## config.mk

```make
export PLATFORM = sky130hd
export DESIGN_NAME = iwq_queue
export DESIGN_NICKNAME = d
export VERILOG_FILES = /design/src/sv/iwq_pkg.sv /design/src/sv/iwq_queue.sv
export SDC_FILE = /design/constraint.sdc
export NUM_CORES = 1
export LEC_CHECK = 0
export BUFFER_PORTS_ARGS = -buffer_cell sky130_fd_sc_hd__buf_2
export CORE_UTILIZATION = 61
export CTS_CLUSTER_SIZE = 12
export DETAILED_ROUTE_END_ITERATION = 10
export GPL_TIMING_DRIVEN = 0
export PLACE_DENSITY = 0.85
export SYNTH_ARGS = -nofsm -noshare
export SYNTH_HDL_FRONTEND = slang
export SYNTH_SLANG_ARGS = --single-unit
```

## constraint.sdc

```tcl
create_clock -name clk -period 7.9 [get_ports clk]
set_input_delay 1.58 -clock clk [delete_from_list [all_inputs] [get_ports clk]]
set_output_delay 1.58 -clock clk [all_outputs]
set_load 0.1 [all_outputs]
```

## src/sv/iwq_pkg.sv

```systemverilog
// Shared types, constants and address helpers for the int8 weight quantizer.
package iwq_pkg;

  localparam int unsigned MaxChannelsDefault = 4096;
  localparam int unsigned QueueDepth = 4;
  localparam int unsigned NumWidth = 40;
  localparam int unsigned RemWidth = 41;
  localparam int unsigned QuantSteps = 8;

  localparam logic [6:0] QuantMax = 7'd127;
  localparam logic [7:0] BoundScale = 8'd254;
  localparam logic [12:0] ChannelCountReset = 13'd32;

  typedef enum logic [1:0] {
    REG_CHANNEL_COUNT = 2'd0,
    REG_LAYOUT_MODE   = 2'd1,
    REG_PER_CHANNEL   = 2'd2
  } cfg_reg_t;

  typedef enum logic {
    KIND_BOUND  = 1'b0,
    KIND_WEIGHT = 1'b1
  } item_kind_t;

  // One classified item on its way from the front end to the divider.
  typedef struct packed {
    logic [NumWidth-1:0] num;
    logic [31:0]         amax;
    logic                neg;
    logic                zero;
    logic [23:0]         addr;
  } queue_entry_t;

  // Two's complement magnitude; the most negative value maps to 2^31.
  function automatic logic [31:0] magnitude(input logic [31:0] w);
    return w[31] ? (~w + 32'd1) : w;
  endfunction

  // Byte offset inside a 32-column tile for both tile orders.
  function automatic logic [23:0] tile_offset(input logic [11:0] r, input logic [11:0] c,
                                              input logic mode);
    logic [23:0] off;
    if (mode) begin
      off = {7'd0, r[11:5], r[2:1], r[4:3], r[0], c[4:0]};
    end else begin
      off = {7'd0, r[11:3], r[0], c[4:3], c[2], r[2:1], c[1:0]};
    end
    return off;
  endfunction

endpackage

```

## src/sv/iwq_queue.sv

```systemverilog
// Short queue between the front end and the divider.
module iwq_queue import iwq_pkg::*; (
  input  logic         clk,
  input  logic         rst,
  input  logic         push,
  input  queue_entry_t push_entry,
  input  logic         pop,
  output logic         not_empty,
  output queue_entry_t head,
  output logic [2:0]   count
);

  queue_entry_t entries [QueueDepth];
  logic [1:0] wr_ptr;
  logic [1:0] rd_ptr;

  assign not_empty = count != '0;
  assign head = entries[rd_ptr];

  // Pointers and fill count.
  always_ff @(posedge clk) begin
    if (rst) begin
      wr_ptr <= '0;
      rd_ptr <= '0;
      count <= '0;
    end else begin
      if (push) wr_ptr <= wr_ptr + 2'd1;
      if (pop) rd_ptr <= rd_ptr + 2'd1;
      count <= count + 3'(push) - 3'(pop);
    end
  end

  // Entry storage.
  always_ff @(posedge clk) begin
    if (push) entries[wr_ptr] <= push_entry;
  end

endmodule

```

# After elaboration in Yosys (flattened, before gate mapping)
# Memories as Yosys holds them, arrays and structs flattened. A register that Yosys moved wholly into a read port is not among the register bits.
# Index checks and enable logic that the tools add are counted.
# word_totals
register_bits	7
mem_bits_rw	392
input_bits	102
output_inout_bits	102
word_cells	13
mem_count	1
# op_classes
addsub	4
muxes	4
reduce_logical	1
# mem_list
memory	depth	width	rd	rd_ports_with_merged_regs	wr	line_no	rtl
entries	4	98	1	1	1	iwq_queue.sv:13	queue_entry_t entries [QueueDepth];
# op_table
cell	count
$add A2 B1 Y2 const B	2
$mux W2	2
$add A3 B1 Y3	1
$reduce_bool A3 Y1	1
$sub A3 B1 Y3	1
$mux W1	2

# Logic depth before layout (Yosys ltp)
# logic_depth
ltp_word	3
ltp_mapped	7
ltp_nobuf	7

# Worst setup path after synthesis
# OpenSTA, ideal clock, no wires.
# synth_timing
path_type	input-to-reg
startpoint	input push
endpoint	memory entries[0][0] (netlist name), enable pin
t_arrival_ps	3844
setup_slack_ps	3588
cell_stages	1
path_cell_list	and2_1
# synth_between
elab_chain_len	2
# synth_lines
item	line_no	rtl
start, declared	iwq_queue.sv:5	input logic push,
$mux W1	iwq_queue.sv:35	if (push) entries[wr_ptr] <= push_entry;
$mux W1 (not written as such)	iwq_queue.sv:35	
end, declared	iwq_queue.sv:13	
# Every way passes these cells.

==> PnR_summary.wiki <==
{| class="wikitable"
! Metric !! Value
|-
| Leading cell type in the layout, fill and taps excluded || sky130_fd_sc_hd__edfxtp_1
|-
| R2r setup slk || approximately 5.8 ns
|-
| Antenna Nets Post-Route || 0
|-
| Number of warnings printed during yosys synthesis || 0
|-
| First-pass detailed-route iteration total || 5
|-
| Last element of the critical path || head[55]
|-
| Number of placement rows || 56
|-
| Sequential-to-total area share from yosys stat || just over 80%
|-
| CTS H-Tree Depth || 2
|-
| Final Max Slew Viols || 0
|-
| Total of hold buffers inserted after clock tree synthesis || 0
|-
| WP data arrival || around 2.5 ns
|-
| Required time of the critical path || 6.32 ns
|-
| Half-perimeter wire length after detailed placement || about 16000 um
|-
| Clock root buffer || sky130_fd_sc_hd__clkbuf_16
|-
| Power per unit of standard cell area || 298 mW/mm^2
|-
| Growth of design area from synthesis to finish || 18.2%
|-
| Bufs on Longest Clock Path || 3
|-
| Syn avg cell area || 26.3 sq um
|-
| Final TNS setup || 0 ns
|-
| Hold Path Class || reg2reg
|-
| CP most frequent cell || sky130_fd_sc_hd__buf_2
|-
| Commonest non-fill, non-tap cells in the layout || 392 x sky130_fd_sc_hd__edfxtp_1, 214 x sky130_fd_sc_hd__buf_2, 98 x sky130_fd_sc_hd__mux4_2
|-
| Placer Congestion || between 0.7 and 0.8
|-
| Type of origin of the critical path || flop
|-
| Total Power Consumption || 5.13 mW
|-
| Total grt overflow || 0
|-
| Chip Width || roughly 160 um
|-
| Worst slew margin || between 30% and 40%
|-
| Min cycle time layout || about 4.0 ns
|-
| Share of post-route cells with drive strength above 1 || approximately 45%
|-
| Die boundary height || between 150 and 200 um
|-
| Clock tree skew after final layout || approximately 0.015 ns
|-
| Core footprint || ~0.023 sq mm
|-
| Area of the die || 0.0245 sq mm
|-
| Number of vias after detailed routing || 6608
|-
| Slew of the pin with the lowest slew margin || between 0.9 and 1 ns
|-
| Vias in the first global route || ~7200
|-
| Status || finished clean
|-
| IO Port Bufs || around 200
|-
| Cts bufs inserted || 40
|-
| Total standard cell area after synthesis || ~0.015 sq mm
|-
| Max stage delay cell, worst path || sky130_fd_sc_hd__clkbuf_1
|-
| Clock sink count || ~400
|-
| Critical path fanouts, max || 10
|-
| Capturing point of the worst reg2reg path || entries[1][84]
|-
| Initial antenna violation count || 6
|-
| DRC violation total after the first TritonRoute iteration || 413
|-
| Worst IR drop on VDD || 0.284 mV
|-
| Final-stage net count || roughly 910
|-
| Final hold vios || 0
|-
| Synthesized Nets || 662
|-
| Number of standard cells after synthesis || 553
|-
| Global-route wire length before repair || roughly 39000 um
|-
| Kind of end point of the critical path || output port
|-
| Share of the cycle needed by the critical path after routing || approximately 50%
|-
| Final std cell area, no fill || around 0.017 sq mm
|-
| Max-cap violations || 0
|-
| Resized Gates After CTS || 0
|-
| Achievable clock frequency || between 200 and 250 MHz
|-
| Post-CTS Repair Setup Buffers || 0
|-
| I/O pin count || roughly 200
|-
| Setup Crit Path Kind || reg2out
|-
| GRT Resource Usage Total || about 22%
|-
| Static leakage power || approximately 5.8 nW
|-
| Clock insertion delay at the later pin of the skew report || roughly 0.52 ns
|-
| R2R Path Start || wr_ptr[0]
|-
| Initial standard-cell utilization of the core || just over 60%
|-
| Via/cell ratio || ~5.8
|-
| Average wire per cell in the routed design || about 23 um
|-
| Count of distinct cell types in the synthesized netlist || 20
|-
| TritonCTS clock tree || done
|-
| Unrepaired setup endpoints after global routing || no
|-
| Post-synthesis sequential element count || ~400
|-
| DRC Markers || 0
|-
| Final count of negative-setup-slack endpoints || 0
|-
| Clock slew at the register clock pins of the worst setup and hold paths || 0.06 ns
|-
| Pin count of the biggest net entering global routing || between 60 and 70
|-
| Sequence of cells on the critical path || buf_2 > clkbuf_1 > mux4_2 > buf_2
|-
| Routed Wire Length || roughly 26000 um
|-
| Placed instance area || between 0.015 and 0.02 sq mm
|-
| Crit-path max cell delay || around 0.57 ns
|-
| Cells on worst reg2reg path || 3
|}
==> sequential cells by signal, indices dropped and copies added, names as in the netlist, named ones only <==
name,count
count,3
entries,392
rd_ptr,2
wr_ptr,2
==> worst min path at each step <==
| stage | start | end | slack, ns | cells past startpoint |
|---|---|---|---|---|
| after floorplan | rd_ptr[1] | flop | 0.49 | 2 |
| after global placement | rd_ptr[1] | rd_ptr[1] | 0.51 | 2 |
| after detailed placement | wr_ptr[1] | wr_ptr[1] | 0.55 | 2 |
| after CTS | wr_ptr[1] | wr_ptr[1] | 0.56 | 2 |
| after global routing | wr_ptr[1] | wr_ptr[1] | 0.60 | 2 |
| final | wr_ptr[1] | wr_ptr[1] | 0.56 | 2 |
==> synthesized netlist by cell type, drive strengths merged <==
cell type | n | area (sq um)
a21bo | 1 | 10.0
a21oi | 1 | 5.00
and2 | 4 | 25.0
buf | 15 | 111
clkbuf | 7 | 26.3
dfxtp | 9 | 180
edfxtp | 392 | 11800
fa | 1 | 20.0
ha | 6 | 75.1
inv | 6 | 22.5
mux2i | 1 | 10.0
mux4 | 98 | 2210
nand3b | 1 | 7.51
nor2 | 5 | 18.8
nor2b | 2 | 12.5
or3 | 1 | 6.26
xnor2 | 2 | 17.5
xor3 | 1 | 23.8
==> metal layers <==
layer  wire, um  track usage [%]  vias up  part of all wire (%)
li1           -                -     2881                     -
met5         34                0        -                  0.13
met3       2380             6.87       44                   9.1
met1       9850             27.3     3412                    38
met4        450             6.02        4                   1.7
met2      13500             37.6      267                    51
==> worst max-delay path, delay by kind of cell, from the launching register on <==
family,cells,cell delay [ns]
buffers and inverters,3,1.27
DFF,1,0.32
muxes,1,0.35
==> area by class of cell <==
| class | instances | area, sq um |
|---|---|---|
| timing repair buffer | 207 | 1110 |
| clock inverter | 4 | 30.0 |
| sequential | 401 | 12000 |
| inverter | 6 | 22.5 |
| buffer | 22 | 138 |
| fill | 1331 | 6210 |
| clock buffer | 53 | 1080 |
| antenna | 5 | 12.5 |
| multi-input combinational | 124 | 2450 |
| tap | 319 | 399 |
==> power breakdown <==
group | internal (mW) | leakage, nW | switching [mW]
sequential | 2.45 | 3.67 | 0.0272
clock | 0.949 | 0.541 | 0.693
combinational | 0.212 | 1.60 | 0.798
total | 3.61 | 5.82 | 1.52
==> cell families (layout without fill, tap and decap cells) <==
kind of cell,count (synthesis),after routing,synth area share (%)
DFF,401,401,82.1
muxes,99,99,15.2
buffers and inverters,28,292,1.10
and+or+nand+nor,13,13,0.482
adders and majority gates,7,7,0.654
xor gates and xnor gates,3,3,0.284
AOI/OAI and AO/OA,2,2,0.103
other,0,5,0
==> through the flow <==
stage | util, % | setup slack, ns | hold slack [ns] | std cells
finish | 73.5 | 3.86 | 0.562 | 1141
detailed placement | 68.7 | 4.36 | 0.550 | 1079
CTS | 73.4 | 3.79 | 0.561 | 1136
floorplan | - | 3.59 | 0.492 | 553
global placement | 68.2 | 1.94 | 0.513 | 1075
global route | 73.4 | 3.71 | 0.600 | 1138
(Power assumes the default switching activity.)
