`config.mk`:
```
export PLATFORM = sky130hd
export DESIGN_NAME = iwq_back
export DESIGN_NICKNAME = d
export VERILOG_FILES = /design/src/sv/iwq_pkg.sv /design/src/sv/iwq_back.sv
export SDC_FILE = /design/constraint.sdc
export NUM_CORES = 2
export LEC_CHECK = 0
export ABC_CLOCK_PERIOD_IN_PS = 61600
export CORE_MARGIN = 3
export CORE_UTILIZATION = 61
export CTS_BUF_LIST = sky130_fd_sc_hd__clkbuf_16
export CTS_CLUSTER_DIAMETER = 80
export DETAILED_ROUTE_END_ITERATION = 10
export DONT_BUFFER_PORTS = 1
export GPL_TIMING_DRIVEN = 1
export HOLD_SLACK_MARGIN = 0.02
export PLACE_DENSITY = 0.77
export SLEW_MARGIN = 30
export SYNTH_ARGS = -nofsm -noshare
export SYNTH_HDL_FRONTEND = slang
export SYNTH_SLANG_ARGS = --single-unit
```
`constraint.sdc`:
```
create_clock -name clk -period 61.6 [get_ports clk]
set_input_delay 15.4 -clock clk [delete_from_list [all_inputs] [get_ports clk]]
set_output_delay 15.4 -clock clk [all_outputs]
set_load 0.005 [all_outputs]
```
`src/sv/iwq_pkg.sv`:
```
// Shared types, constants and address helpers for the int8 weight quantizer.
package iwq_pkg;

  localparam int unsigned MaxChannelsDefault = 4096;
  localparam int unsigned QueueDepth = 4;
  localparam int unsigned NumWidth = 40;
  localparam int unsigned RemWidth = 41;
  localparam int unsigned QuantSteps = 8;

  localparam logic [6:0] QuantMax = 7'd127;
  localparam logic [7:0] BoundScale = 8'd254;
  localparam logic [12:0] ChannelCountReset = 13'd32;

  typedef enum logic [1:0] {
    REG_CHANNEL_COUNT = 2'd0,
    REG_LAYOUT_MODE   = 2'd1,
    REG_PER_CHANNEL   = 2'd2
  } cfg_reg_t;

  typedef enum logic {
    KIND_BOUND  = 1'b0,
    KIND_WEIGHT = 1'b1
  } item_kind_t;

  // One classified item on its way from the front end to the divider.
  typedef struct packed {
    logic [NumWidth-1:0] num;
    logic [31:0]         amax;
    logic                neg;
    logic                zero;
    logic [23:0]         addr;
  } queue_entry_t;

  // Two's complement magnitude; the most negative value maps to 2^31.
  function automatic logic [31:0] magnitude(input logic [31:0] w);
    return w[31] ? (~w + 32'd1) : w;
  endfunction

  // Byte offset inside a 32-column tile for both tile orders.
  function automatic logic [23:0] tile_offset(input logic [11:0] r, input logic [11:0] c,
                                              input logic mode);
    logic [23:0] off;
    if (mode) begin
      off = {7'd0, r[11:5], r[2:1], r[4:3], r[0], c[4:0]};
    end else begin
      off = {7'd0, r[11:3], r[0], c[4:3], c[2], r[2:1], c[1:0]};
    end
    return off;
  endfunction

endpackage

```
`src/sv/iwq_back.sv`:
```
// Back end: pipelined restoring divider, one quotient bit per stage, and output register.
module iwq_back import iwq_pkg::*; (
  input  logic         clk,
  input  logic         rst,
  input  logic         not_empty,
  input  queue_entry_t head,
  output logic         pop,
  output logic         out_valid,
  input  logic         out_ready,
  output logic [63:0]  out_data
);

  logic                  en;
  logic                  v    [QuantSteps+1];
  logic [RemWidth-1:0]   rem  [QuantSteps+1];
  logic [31:0]           amax [QuantSteps+1];
  logic [QuantSteps-1:0] quot [QuantSteps+1];
  logic                  sat  [QuantSteps+1];
  logic                  neg  [QuantSteps+1];
  logic                  zero [QuantSteps+1];
  logic [23:0]           addr [QuantSteps+1];

  assign en = !v[QuantSteps] || out_ready;
  assign pop = en && not_empty;
  assign out_valid = v[QuantSteps];

  // Stage 0 loads the numerator and flags saturation at 256 or more.
  always_ff @(posedge clk) begin
    if (rst) begin
      v[0] <= 1'b0;
    end else if (en) begin
      v[0] <= not_empty;
    end
    if (en) begin
      rem[0] <= RemWidth'(head.num);
      amax[0] <= head.amax;
      quot[0] <= '0;
      sat[0] <= RemWidth'(head.num) >= {head.amax, 9'd0};
      neg[0] <= head.neg;
      zero[0] <= head.zero;
      addr[0] <= head.addr;
    end
  end

  // One restoring step per stage, quotient bit QuantSteps-j.
  for (genvar j = 1; j <= QuantSteps; j++) begin : g_step
    logic [RemWidth-1:0] dk;
    logic                take;
    assign dk = RemWidth'({amax[j-1], 1'b0}) << (QuantSteps - j);
    assign take = rem[j-1] >= dk;
    always_ff @(posedge clk) begin
      if (rst) begin
        v[j] <= 1'b0;
      end else if (en) begin
        v[j] <= v[j-1];
      end
      if (en) begin
        rem[j] <= take ? (rem[j-1] - dk) : rem[j-1];
        quot[j] <= quot[j-1] | (take ? (QuantSteps'(1) << (QuantSteps - j)) : '0);
        amax[j] <= amax[j-1];
        sat[j] <= sat[j-1];
        neg[j] <= neg[j-1];
        zero[j] <= zero[j-1];
        addr[j] <= addr[j-1];
      end
    end
  end

  // Clamp, sign and pack the result beat.
  always_comb begin
    logic [6:0] qmag;
    logic [7:0] qval;
    if (zero[QuantSteps]) begin
      qmag = '0;
    end else if (sat[QuantSteps] || quot[QuantSteps][QuantSteps-1]) begin
      qmag = QuantMax;
    end else begin
      qmag = quot[QuantSteps][6:0];
    end
    qval = neg[QuantSteps] ? (8'd0 - {1'b0, qmag}) : {1'b0, qmag};
    out_data = {amax[QuantSteps], addr[QuantSteps], qval};
  end

endmodule

```
# Word-level counts from Yosys, hierarchy flattened
# Memory sizes are Yosys's and may differ from the RTL's.
# Cells that the tools add are included.
dict set report classes {
  mux 34
  n_shift 0
  eq_ne 0
  bitwise 17
  div 0
  order_cmp 9
  n_reduce_logical 4
  mul 0
  n_addsub 9
}
# op count
set ops {}
lappend ops {{41-bit 2-to-1 mux} 8}
lappend ops {{40-bit by 41-bit >= comparator with 1-bit output} 1}
lappend ops {{41-bit by 33-bit >= comparator with 1-bit output} 1}
lappend ops {{41-bit by 34-bit >= comparator with 1-bit output} 1}
lappend ops {{41-bit by 35-bit >= comparator with 1-bit output} 1}
lappend ops {{41-bit by 36-bit >= comparator with 1-bit output} 1}
lappend ops {{41-bit by 37-bit >= comparator with 1-bit output} 1}
lappend ops {{41-bit by 38-bit >= comparator with 1-bit output} 1}
lappend ops {{41-bit by 39-bit >= comparator with 1-bit output} 1}
lappend ops {{41-bit by 40-bit >= comparator with 1-bit output} 1}
lappend ops {{41-bit by 33-bit subtractor with 41-bit output} 1}
lappend ops {{41-bit by 34-bit subtractor with 41-bit output} 1}
lappend ops {{41-bit by 35-bit subtractor with 41-bit output} 1}
lappend ops {{41-bit by 36-bit subtractor with 41-bit output} 1}
lappend ops {{41-bit by 37-bit subtractor with 41-bit output} 1}
lappend ops {{41-bit by 38-bit subtractor with 41-bit output} 1}
lappend ops {{41-bit by 39-bit subtractor with 41-bit output} 1}
lappend ops {{41-bit by 40-bit subtractor with 41-bit output} 1}
lappend ops {{7-bit 2-to-1 mux} 3}
lappend ops {{1-bit 2-to-1 mux} 16}
lappend ops {{8-bit 2-to-1 mux} 2}
lappend ops {{1-bit OR} 9}
lappend ops {{8-bit by 1-bit OR with 8-bit output} 1}
lappend ops {{8-bit by 2-bit OR with 8-bit output} 1}
lappend ops {{other kinds (15)} 16}
dict set report word_totals {
  mem_bits_rw 981
  mem_count 8
  word_cells 81
  mem_bits_ro 0
  ff_bits 0
  latchBits 0
  out_inout_bits 66
}
# memory words word_bits rd rd_clocked_by_memory_dff write_ports line
set mem_list {}
lappend mem_list {rem 9 41 8 0 9 iwq_back.sv:15} ;# logic [RemWidth-1:0] rem [QuantSteps+1];
lappend mem_list {amax 9 32 9 0 9 iwq_back.sv:16} ;# logic [31:0] amax [QuantSteps+1];
lappend mem_list {addr 9 24 9 0 9 iwq_back.sv:21} ;# logic [23:0] addr [QuantSteps+1];
lappend mem_list {quot 9 8 9 0 9 iwq_back.sv:17} ;# logic [QuantSteps-1:0] quot [QuantSteps+1];
lappend mem_list {neg 9 1 9 0 9 iwq_back.sv:19} ;# logic neg [QuantSteps+1];
lappend mem_list {sat 9 1 9 0 9 iwq_back.sv:18} ;# logic sat [QuantSteps+1];
lappend mem_list {{+2 memories} n/a n/a n/a n/a n/a n/a}

# Depth between registers and ports, before layout
# An unclocked memory read counts as a cell.
dict set report logic_depth {
  depth_word 7
  ltp_mapped 15
}

# Worst setup path after synthesis
# No wires, ideal clock.
dict set report synth_timing {
  path_type {input to output}
  startpoint {input port out_ready}
  endpoint {output port pop}
  arrival_ns 38.330
  slack_ns 7.870
  path_stages 2
  n_path_buf 0
  cell_sequence {nand2b_1 -> and2_1}
}
dict set report synth_between {
  elab_chain_cells 2
}
# item line
set synth_rtl {}
lappend synth_rtl {{from (decl)} iwq_back.sv:9} ;# input logic out_ready,
lappend synth_rtl {{1-bit logical OR} iwq_back.sv:23} ;# assign en = !v[QuantSteps] || out_ready;
lappend synth_rtl {{1-bit logical AND} iwq_back.sv:24} ;# assign pop = en && not_empty;
lappend synth_rtl {{to (decl)} iwq_back.sv:7} ;# output logic pop,
# Every way passes these cells.

# Worst setup path in the final report
# Ends and elaborated chain as after synthesis.

==> impl_metrics.ini <==
[global_route]
grt_usage_pct = 21.26
grt_pass1_vias = 26040
grt-ovfl-total = 0
grt_max_degree = 174
grt_pass1_wl_um = 129800
antenna_found_initial = 0

[sta]
rsz0062_at_grt = no
tns_ns = 0
setup_viol = 0
setup_ws_ns = 29.86
max_freq_mhz = 31.51
fin_crit_ns = 31.74
finalClockSkew_ns = 0.03035
relSlewSlack_pct = 35.14
tightest_slew_ns = 0.9484
finalCritPeriodShare_pct = 51.52
slew_violations = 0
finalHoldViolCount = 0

[clock_tree]
root_buffer = clkbuf_16
cts_tree = done
cts_hold_buf = 0
path_clk_slew_ns = 0.06
ctsResizeCount = 0
cts_max_level = 3
post_cts_buffers = 0
worstSkewPairLatency_ns = 0.65
cts-buffers-inserted = 94
ctsLongestPathBuffers = 3
cts_sinks = 903

[placement]
gp_congestion = 0.9388
portBuffers = 0
hpwl_um = 59140
place_ws_ns = 29.84

[final_layout]
drive_above_1_share_pct = 6.085
layout.nets = 4069
multi_input_area_um2 = 15790
area_delta_synth_final_pct = 9.533
fill_cells = 5219
seqCellArea_um2 = 27120

[synth]
syn_inst = 3640
ys_warn_count = 0
synth.distinct_cells = 81
syn_avg_cell_area_um2 = 12.22
synth.cell_area_um2 = 44470
yosys.area.top_type_share_pct = 60.98
synth-seq-cells = 903
yosysMostFrequentCell = edfxtp_1
ys_seq_area_share_pct = 60.98
synthFlopType = edfxtp_1
syn-num-nets = 4037
synth_edf_count = 903
synth_common_cells = edfxtp_1, inv_1, a21oi_1, ha_1, nand2_1
async_flop_share_pct = 0
ys_top_cells_by_area = edfxtp_1, ha_1, a21oi_1
yosysTopAreaCell = edfxtp_1

[die]
rows = 98
num_io_pins = 168
design.core.area_um2 = 71850
die_h_um = 276.0
start_util_pct = 61.88
die-area_um2 = 76170
die_w_um = 276.0

[power]
vdd_drop_max_uv = 26.46
p_leak_uw = 0.02001
power.density_nw_per_um2 = 44.97

[hold_path]
hp-class = register to register

[routing]
wl_um = 80570
routedWlPerCell_um = 17.15
avgViaCountPerCell = 5.670
postRouteAntennaNets = 0
drtIter0Drc = 1959
dr_total_vias = 26640
drc = 0
dr.pass1.iters = 6

[critical_path]
cpLargestDelayFamily = simple AND/OR/NAND/NOR gates
cpMaxStageDelayCell = nand2b_4
cp.arrival_ns = 16.34
required_ns = 46.20
critPathBufInv = 0
critPathLaunchType = input pin
cp-end-kind = output port
path_max_fanout = 68
crit_chain = nand2b_4 -> and2_1
worstSetupPathType = input pin to output port
cp_slowest_stage_delay_ns = 0.53

[job]
maxCapViolCount = 0

[run_status]
outcome = finished clean
state kept, by name, summed over array words and instances, names as in the netlist:
register,count
rem,327
amax,288
addr,216
quot,36
neg,9
sat,9
v,9
zero,9
logic make-up after synthesis:
group	after synthesis	share of synthesized area, %
adder cells (fa/ha/maj)	295	8.419
XOR/XNOR	214	4.215
AND/OR/NAND/NOR	851	9.165
AO/OA/AOI/OAI	920	12.81
buffers and inverters	426	3.630
flip-flops	903	60.98
multiplexers	31	0.7823
worst paths after layout:
kind | end | depth (start not counted) | slack, ns | from
hold reg to reg | addr[1][2] | 0 | 0.41 | addr[0][74]
setup / recovery | pop | 2 | 29.86 | out_ready
hold / removal | addr[1][2] | 0 | 0.41 | addr[0][74]
setup reg to reg | rem[0][204] | 16 | 56.76 | rem[0][128]
layer usage:
layer  up-vias  share of wire (%)  track usage (%)
li1      13500                  -                -
met1     12290                 44            27.96
met2       656                 48            35.59
met3       185                3.9            2.755
met4         0                4.2            9.552
met5         -                  0                0
per-stage QoR:
step           utilization (%)  area (µm²)  hold WS, ns  total power, µW  instances
3_3_place_gp             63.33       45510       0.4002             1616       4526
2_1_floorplan                -       44470       0.4003             1462       3640
5_1_grt                  67.78       48700       0.4192             2334       4697
4_1_cts                  67.77       48690       0.4153             2200       4697
6_report                 67.78       48700       0.4130             2190       4698
3_5_place_dp             63.36       45520       0.4045             1627       4526
cells in the final DEF (no fill, tap or decap), types with 22 or more instances in the layout:
cell,synthesis,final
edfxtp_1,903,903
inv_1,343,363
a21oi_1,290,289
ha_1,288,288
nand2_1,285,285
o21ai_0,247,247
nor2_1,205,205
a21o_1,139,139
xnor2_1,110,110
xor2_1,104,104
clkbuf_16,0,94
nand3_1,49,49
nor3_1,48,48
nand4_1,47,47
nor2b_1,45,45
nand2b_1,38,37
a31oi_1,32,32
mux2_2,30,30
o21a_1,28,28
o21bai_1,27,26
a211oi_1,22,22
nor4_1,25,22
area by class of cell:
cell class | count | share of cell area (%)
diodes | 1 | 0.005138
clock buffers | 94 | 4.830
clock inverters | 77 | 1.678
inverters | 345 | 2.659
multi-input cells | 2311 | 32.42
flip-flops and latches | 903 | 55.67
well taps | 950 | 2.441
repair buffers | 17 | 0.2954
worst reg2reg max path, cell delays in order, from the launching register on:
cell and delay, ns:
edfxtp_1 0.38, inv_1 0.08, ha_1 0.15, inv_1 0.06
fa_1 0.41, a211oi_1 0.37, o21ai_0 0.18, a31oi_1 0.39
nor4_1 0.14, o41ai_1 0.62, o31ai_1 0.32, a21o_1 0.27
nor2_4 0.08, buf_4 0.45, inv_1 0.31, and4_1 0.25
xor2_1 0.14
where the power goes:
group,internal (µW),switching [µW],total [µW]
clock,331,232,563
sequential,835,66.8,902
combinational,313,412,725
total,1480,711,2190
Power figures use the tool's default switching activity.
